$ cat src/coherence_neighbor_match_macros.svh
// Assertion macros shared by the coherence neighbour match RTL.
// Depends on nothing; users supply clk and rst_n in scope.
`ifndef COHERENCE_NEIGHBOR_MATCH_MACROS_SVH
`define COHERENCE_NEIGHBOR_MATCH_MACROS_SVH

// Same-cycle implication, disabled during reset
`define CNM_ASSERT_NOW(label, ante, cons, msg) \
    label: assert property (@(posedge clk) disable iff (!rst_n) (ante) |-> (cons)) \
        else $error(msg);

// Next-cycle implication, disabled during reset
`define CNM_ASSERT_NEXT(label, ante, cons, msg) \
    label: assert property (@(posedge clk) disable iff (!rst_n) (ante) |=> (cons)) \
        else $error(msg);

`endif

$ cat src/cnm_pkg.sv
// Shared types and constants for the coherence neighbour match block.
// Depends on nothing.
package cnm_pkg;

    localparam int SRC_PIXELS     = 4096;
    localparam int DST_PIXELS     = 4096;
    localparam int MAX_COMPONENTS = 8;

    localparam int PIX_W       = 12;
    localparam int COMP_W      = 3;
    localparam int VAL_W       = 16;
    localparam int DIST_W      = 40;
    localparam int CFG_W       = 13;
    localparam int CFG_IDX_W   = 3;
    localparam int CNT_W       = 4;
    localparam int FEAT_DEPTH  = SRC_PIXELS * MAX_COMPONENTS;
    localparam int FEAT_ADDR_W = $clog2(FEAT_DEPTH);

    localparam logic [DIST_W-1:0] DIST_MAX = '1;

    // Register indexes
    localparam logic [CFG_IDX_W-1:0] CFG_RADIUS   = 3'd0;
    localparam logic [CFG_IDX_W-1:0] CFG_SRC_COLS = 3'd1;
    localparam logic [CFG_IDX_W-1:0] CFG_SRC_ROWS = 3'd2;
    localparam logic [CFG_IDX_W-1:0] CFG_DST_COLS = 3'd3;
    localparam logic [CFG_IDX_W-1:0] CFG_VEC_LEN  = 3'd4;

    // Input action codes
    localparam logic [1:0] ACT_FEAT  = 2'd0;
    localparam logic [1:0] ACT_MAP   = 2'd1;
    localparam logic [1:0] ACT_QUERY = 2'd2;

    typedef enum logic [1:0] {
        CMD_FEAT,
        CMD_MAP,
        CMD_QUERY,
        CMD_SEARCH
    } cmd_kind_t;

    typedef struct packed {
        cmd_kind_t                kind;
        logic [PIX_W-1:0]         pixel;
        logic [COMP_W-1:0]        comp;
        logic signed [VAL_W-1:0]  value;
        logic [PIX_W-1:0]         smatch;
        logic [PIX_W-1:0]         qx;
        logic [PIX_W-1:0]         qy;
    } cmd_t;

    typedef struct packed {
        logic [3:0]       radius;
        logic [CFG_W-1:0] src_cols;
        logic [CFG_W-1:0] src_rows;
        logic [CFG_W-1:0] dst_cols;
        logic [3:0]       vec_len;
    } cfg_t;

    typedef struct packed {
        logic push;
    } queue_ctl_t;

    typedef enum logic [3:0] {
        S_IDLE,
        S_ROW,
        S_MAP,
        S_MAPC,
        S_MAPW,
        S_DIV,
        S_POS,
        S_IDX,
        S_IDXC,
        S_FRD,
        S_FSQ,
        S_FACC,
        S_CMP,
        S_DONE
    } back_state_t;

endpackage

$ cat src/cnm_fifo.sv
// Two-entry command queue between the front and back ends.
// Depends on cnm_pkg.
module cnm_fifo (
    input  logic          clk,
    input  logic          rst_n,
    input  cnm_pkg::queue_ctl_t ctl_in,
    input  cnm_pkg::cmd_t wr_cmd,
    output logic          full,
    output logic          not_empty,
    input  logic          pop,
    output cnm_pkg::cmd_t rd_cmd
);
    import cnm_pkg::*;

    cmd_t       entry_reg [2];
    logic       wr_ptr_reg, wr_ptr_next;
    logic       rd_ptr_reg, rd_ptr_next;
    logic [1:0] count_reg, count_next;
    logic       do_push, do_pop;

    assign full      = (count_reg == 2'd2);
    assign not_empty = (count_reg != 2'd0);
    assign rd_cmd    = entry_reg[rd_ptr_reg];
    assign do_push   = ctl_in.push && !full;
    assign do_pop    = pop && not_empty;

    // Advance pointers and occupancy
    always_comb
    begin
        wr_ptr_next = do_push ? !wr_ptr_reg : wr_ptr_reg;
        rd_ptr_next = do_pop ? !rd_ptr_reg : rd_ptr_reg;
        count_next  = count_reg + 2'(do_push) - 2'(do_pop);
    end

    always_ff @(posedge clk or negedge rst_n)
    begin
        if (!rst_n)
        begin
            wr_ptr_reg <= 1'b0;
            rd_ptr_reg <= 1'b0;
            count_reg  <= 2'd0;
        end
        else
        begin
            wr_ptr_reg <= wr_ptr_next;
            rd_ptr_reg <= rd_ptr_next;
            count_reg  <= count_next;
        end
    end

    // Store payload
    always_ff @(posedge clk)
    begin
        if (do_push)
        begin
            entry_reg[wr_ptr_reg] <= wr_cmd;
        end
    end

endmodule

$ cat config.mk
export PLATFORM = sky130hd
export DESIGN_NAME = cnm_fifo
export DESIGN_NICKNAME = d
export VERILOG_FILES = /design/src/coherence_neighbor_match_macros.svh /design/src/cnm_pkg.sv /design/src/cnm_fifo.sv
export SDC_FILE = /design/constraint.sdc
export NUM_CORES = 1
export LEC_CHECK = 0
export BUFFER_PORTS_ARGS = -buffer_cell sky130_fd_sc_hd__buf_2
export CORE_AREA = 2 2 103 124
export DETAILED_ROUTE_END_ITERATION = 6
export DIE_AREA = 0 0 105 126
export PLACE_DENSITY_LB_ADDON = 0.08
export SLEW_MARGIN = 10
export SYNTH_ARGS = -nofsm -noshare
export SYNTH_HDL_FRONTEND = slang
export SYNTH_SLANG_ARGS = --single-unit
export TNS_END_PERCENT = 5
$ cat constraint.sdc
create_clock -name clk -period 4.1 [get_ports clk]
set_input_delay 0.615 -clock clk [delete_from_list [all_inputs] [get_ports clk]]
set_output_delay 0.615 -clock clk [all_outputs]
set_load 0.01 [all_outputs]
==> impl_metrics.py, run 1 <==
metrics = {
    "outcome": {
        "status": "complete, no violations",
    },
    "timing": {
        "period_share_pct": 67.3,
        "relSlewSlack_pct": 34.0,
        "rsz0062_at_grt": "no",
        "hold_violations": 0,
        "report.final.slew_viol_count": 0,
        "setup_viol": 0,
        "skew_ps": 5.70,
        "setup_ws_ps": 1340,
        "period_minus_slack_ps": 2760,
        "setup-tns-final_ps": 0,
        "tightest_slew_ps": 990,
        "timing.fmax_ghz": 0.362,
    },
    "final_layout": {
        "nNetsFinal": 465,
        "design_area_mm2": 0.00692,
        "area_growth_syn_to_layout_pct": 25.0,
        "fillerInstances": 981,
        "num_antenna_cells": 0,
        "final-instance-count-excl-fill": 562,
        "drive_gt1_share_pct": 61.1,
        "largest_reg_flops": 138,
    },
    "setup_path": {
        "cp-end-kind": "output port",
        "critPathRequiredTime_ps": 3480,
        "critPathLaunchType": "register",
        "reg2reg_to": "entry_reg[0][24]",
        "crit_chain": "buf_12 -> mux2_4 -> buf_2",
        "critPathKind": "register to output port",
        "slowest_delay_ps": 860,
        "crit_family": "flip-flops",
        "reg2reg_depth": 4,
        "critPathMaxFanout": 37,
        "reg2reg_slack_ps": 2110,
        "r2r-start": "count_reg[1]",
        "slowest_stage": "dfrtp_4",
        "arrival_ps": 2150,
        "path_buf_inv": 2,
    },
    "global_route": {
        "grt_util_all_layers_pct": 14.2,
        "use_met3_pct": 5.18,
        "antenna_found_initial": 0,
        "grt_pass1_vias": 2752,
        "grt_max_degree": 70,
        "grt_pass1_wl_mm": 13.8,
        "grtUsageMet1_pct": 16.9,
        "use_met2_pct": 23.5,
        "grt_busiest_layer": "met2",
        "grt_remaining_overflow": 0,
    },
    "run": {
        "cap_violations": 0,
    },
    "logic_synthesis": {
        "ys_types": 15,
        "syn_inst": 233,
        "syn_area_mm2": 0.00553,
        "ys_ff_latch": 142,
        "syn_area_per_cell_um2": 23.8,
        "syn_nets": 308,
        "yosysSeqAreaShare_pct": 76.7,
        "yosysWarnings": 0,
    },
    "hold_path": {
        "whs_path_depth": 1,
        "min_to": "entry_reg[1][35]",
        "hold_class": "input pin to register",
        "hp-start": "wr_cmd[35]",
    },
    "route": {
        "wire_per_inst_um": 16.0,
        "drtIter0Drc": 100,
        "ant_nets": 0,
        "drcViolationCount": 0,
        "vias_per_cell": 4.66,
        "vias": 2618,
        "drt-pass1-iter-count": 4,
        "routed_wl_mm": 9.00,
    },
    "clocking": {
        "cts.sinks": 142,
        "htree_levels": 4,
        "cts_made_buffers": 17,
        "cts_resized": 0,
        "cts.clk_slew.worst_paths_ps": 60,
        "clock_latency_ps": 400,
        "cts-root-buf": "clkbuf_16",
        "cts_buffer_depth": 2,
        "cts_tree": "yes",
    },
    "die": {
        "start_util_pct": 46.1,
        "design.core.area_mm2": 0.0120,
        "die_area_mm2": 0.0132,
        "pin_count": 144,
        "die_h_um": 126,
        "row_count": 44,
        "die_w_um": 105,
    },
    "place": {
        "hpwl_mm": 5.81,
        "placed_area_mm2": 0.00636,
        "place_inst": 531,
        "place_ws_ps": 1730,
        "gp_congestion": 0.700,
        "port-buffer-count": 143,
    },
    "power": {
        "power_density_mw_per_mm2": 736,
        "p_leak_nw": 2.79,
        "vdd_drop_max_v": 0.000374,
    },
}
[synthesized netlist by cell type]
| cell type | instances | share of area, % |
|---|---|---|
| nand2b_1 | 1 | 0.11 |
| ha_1 | 2 | 0.45 |
| nor2_1 | 1 | 0.068 |
| xor2_1 | 1 | 0.16 |
| edfxtp_1 | 138 | 75 |
| mux2_4 | 69 | 19 |
| and2_4 | 1 | 0.16 |
| or2_1 | 1 | 0.11 |
| inv_1 | 2 | 0.14 |
| nand2_1 | 1 | 0.068 |
| buf_12 | 7 | 2.5 |
| and3_1 | 1 | 0.11 |
| xnor2_1 | 3 | 0.47 |
| dfrtp_1 | 4 | 1.8 |
| buf_6 | 1 | 0.20 |
[power by group]
| group | switching (mW) | internal (mW) |
|---|---|---|
| clock | 0.535 | 0.878 |
| sequential | 0.178 | 1.99 |
| combinational | 0.693 | 0.816 |
[layout make-up]
type,count,area (µm²),share of cell area [%]
sequential,142,4250,61.4
multi-input combinational,81,1140,16.5
timing repair buffer,146,766,11.1
clock buffer,17,425,6.15
tap,161,201,2.91
clock inverter,13,125,1.81
inverter,2,7.51,0.109
[worst max path at each step]
stage / start / end / cells past startpoint
detailed placement: rd_ptr_reg / rd_cmd[23] / 3
floorplan: ctl_in / entry_reg[0][0] / 2
global placement: rd_ptr_reg / rd_cmd[42] / 3
finish: rd_ptr_reg / rd_cmd[23] / 3
CTS: rd_ptr_reg / rd_cmd[42] / 3
global route: rd_ptr_reg / rd_cmd[23] / 3
[per-stage QoR]
step                      utilization (%)  power (mW)  hold WS (ps)
after floorplan                         -        3.36           319
after global placement               53.0        3.74           425
after detailed placement             53.0        3.75           429
after CTS                            57.6        5.17           382
after global routing                 57.6        5.35           376
final                                57.6        5.09           397
[timing repair]
action | in CTS | in global routing
hold endpoints to repair | 1 | 0
buffers inserted | 0 | 0
hold buffers | 1 | 0
[cell usage in the layout (no fill, tap or decap), types with 2 or more instances in the layout]
| cell type | netlist | routed |
|---|---|---|
| buf_2 | 0 | 143 |
| edfxtp_1 | 138 | 138 |
| mux2_4 | 69 | 69 |
| clkbuf_16 | 0 | 17 |
| clkinvlp_4 | 0 | 4 |
| xnor2_1 | 3 | 3 |
| clkinv_1 | 0 | 3 |
| clkinv_2 | 0 | 3 |
| dfrtp_1 | 4 | 3 |
| inv_1 | 2 | 2 |
| ha_1 | 2 | 2 |
| bufinv_16 | 0 | 2 |
| buf_12 | 7 | 2 |
[kinds of logic (layout without fill, tap and decap cells)]
| group | count (synthesis) | after routing | synth area share (%) |
|---|---|---|---|
| flip-flops | 142 | 142 | 76.7 |
| XOR/XNOR | 4 | 4 | 0.633 |
| multiplexers | 69 | 69 | 18.7 |
| AND/OR/NAND/NOR | 6 | 6 | 0.633 |
| buffers and inverters | 10 | 178 | 2.87 |
| adder cells (fa/ha/maj) | 2 | 2 | 0.452 |
[metal layers]
layer | wire, µm | vias up
li1 | - | 1237
met1 | 3740 | 1285
met2 | 4620 | 86
met3 | 510 | 10
met4 | 128 | 0
met5 | 0 | -
No activity file was read; power rests on OpenSTA's default activity.
==> run 2: changes to the inputs <==
--- a/config.mk
+++ b/config.mk
@@ -6,9 +6,9 @@
 export NUM_CORES = 1
 export LEC_CHECK = 0
 export BUFFER_PORTS_ARGS = -buffer_cell sky130_fd_sc_hd__buf_2
-export CORE_AREA = 2 2 103 124
+export CORE_AREA = 2 2 100 121
 export DETAILED_ROUTE_END_ITERATION = 6
-export DIE_AREA = 0 0 105 126
+export DIE_AREA = 0 0 102 123
 export PLACE_DENSITY_LB_ADDON = 0.08
 export SLEW_MARGIN = 10
 export SYNTH_ARGS = -nofsm -noshare
==> constraint.sdc (replaced) <==
create_clock -name clk -period 2.65 [get_ports clk]
set_input_delay 0.3975 -clock clk [delete_from_list [all_inputs] [get_ports clk]]
set_output_delay 0.3975 -clock clk [all_outputs]
set_load 0.01 [all_outputs]
==> impl_metrics.py, run 2 (synthesis gave the netlist of run 1 again) <==
metrics = {
    "die": {
        "start_util_pct": 48.5,
        "pin_count": 144,
        "row_count": 43,
        "die_area_mm2": 0.0125,
        "die_w_um": 102,
        "design.core.area_mm2": 0.0114,
        "die_h_um": 123,
    },
    "timing": {
        "tightest_slew_ps": 622,
        "rsz0062_at_grt": "no",
        "hold_violations": 0,
        "setup_viol": 0,
        "setup-tns-final_ps": 0,
        "timing.fmax_ghz": 0.459,
        "relSlewSlack_pct": 58.5,
        "report.final.slew_viol_count": 0,
        "period_share_pct": 82.2,
        "period_minus_slack_ps": 2180,
        "skew_ps": 5.25,
    },
    "power": {
        "internal_power_mw": 6.01,
        "p_switching_mw": 2.17,
        "pwr-share-clk_pct": 30.3,
        "power_frac_comb_pct": 30.5,
        "p_leak_nw": 2.85,
        "power_density_mw_per_mm2": 1170,
        "vdd_drop_max_v": 0.000550,
        "switching_share_pct": 26.5,
        "p_seq_share_pct": 39.2,
    },
    "global_route": {
        "grt_remaining_overflow": 0,
        "use_met3_pct": 5.60,
        "grtUsageMet1_pct": 17.4,
        "grt_max_degree": 71,
        "grt_pass1_vias": 2676,
        "use_met2_pct": 23.5,
        "grt_pass1_wl_mm": 13.3,
        "antenna_found_initial": 1,
        "grt_util_all_layers_pct": 14.6,
        "grt_busiest_layer": "met2",
    },
    "clocking": {
        "cts-root-buf": "clkbuf_16",
        "cts.sinks": 142,
        "clock_latency_ps": 400,
        "cts_buffer_depth": 2,
        "htree_levels": 4,
        "post_cts_buffers": 0,
        "cts_tree": "yes",
        "cts_resized": 0,
        "cts.clk_slew.worst_paths_ps": 60,
        "cts_made_buffers": 17,
    },
    "final_layout": {
        "layout_commonest_cell": "buf_2",
        "nNetsFinal": 468,
        "utilization_pct": 61.5,
        "drive_gt1_share_pct": 61.2,
        "num_antenna_cells": 0,
        "design_area_mm2": 0.00701,
        "area_growth_syn_to_layout_pct": 26.7,
        "largest_reg_flops": 138,
        "final_cell_mix": "buf_2 (143), edfxtp_1 (138), mux2_4 (69)",
    },
    "place": {
        "gp_congestion": 0.691,
        "port-buffer-count": 143,
        "hpwl_mm": 5.61,
        "placed_area_mm2": 0.00637,
    },
    "route": {
        "vias_per_cell": 4.66,
        "wire_per_inst_um": 15.8,
        "drt-pass1-iter-count": 5,
        "routed_wl_mm": 8.87,
        "drcViolationCount": 0,
        "vias": 2617,
        "drtIter0Drc": 129,
        "ant_nets": 0,
    },
    "setup_path": {
        "cp-end-kind": "output port",
        "slowest_stage": "buf_12",
        "critPathMaxFanout": 70,
        "crit_family": "buffers and inverters",
        "critPathKind": "register to output port",
        "crit_chain": "buf_12 -> mux2_4 -> buf_2",
        "slowest_delay_ps": 450,
        "critPathLaunchType": "register",
        "critPathRequiredTime_ps": 2250,
        "arrival_ps": 1780,
        "path_buf_inv": 2,
    },
    "hold_path": {
        "hold_class": "input pin to register",
    },
    "outcome": {
        "status": "complete, no violations",
    },
    "run": {
        "cap_violations": 0,
    },
}
-- run 2: cell types whose count changed in the layout (fill, tap and decap cells not counted), sizes merged --
cell      delta
clkinvlp     -3
bufinv       +3
clkbuf       +1
clkinv       +1
buf          +3
inv          -1
-- run 2: final cells by class --
class / instances / area (µm²)
Clock buffer: 18 / 429
Multi-Input combinational cell: 81 / 1140
Fill cell: 903 / 4400
Tap cell: 157 / 196
Timing Repair Buffer: 149 / 788
Sequential cell: 142 / 4250
Inverter: 2 / 7.51
Clock inverter: 13 / 196
-- run 2: worst paths after layout --
path                                   start               end  slack [ps]  cells past startpoint
worst min register to register  count_reg[0]      count_reg[0]         520                      1
worst max register to register  count_reg[1]  entry_reg[1][49]         930                      3
max in group asynchronous              rst_n        rd_ptr_reg        2170                      2
min in group asynchronous              rst_n      count_reg[0]         340                      2
worst min-delay path               wr_cmd[7]   entry_reg[0][7]         180                      1
worst max-delay path              rd_ptr_reg        rd_cmd[35]         470                      3
-- run 2: per-layer routing --
metal | vias up | routed length (µm)
met4 | 2 | 150
met1 | 1269 | 3650
met3 | 16 | 617
met5 | - | 7
li1 | 1240 | -
met2 | 90 | 4440
-- run 2: power by group through the flow --
stage	clock [mW]	combinational, mW	sequential, mW
2_1_floorplan	0	1.95	3.24
3_3_place_gp	0	2.55	3.23
3_5_place_dp	0	2.55	3.26
4_1_cts	2.54	2.56	3.22
5_1_grt	2.63	2.70	3.25
6_report	2.48	2.49	3.21
-- run 2: through the flow --
stage,hold WS (ps),setup slack [ps],instances,power (mW)
finish,181,470,562,8.18
global route,160,404,562,8.58
CTS,154,438,562,8.32
detailed placement,211,880,530,5.81
global placement,208,876,530,5.78
floorplan,102,56.9,233,5.18
-- run 2: timing repair --
action | in CTS | in global routing
endpoints found under the hold margin | 4 | 0
setup endpoints to repair | 0 | 0
hold buffers | 1 | 0
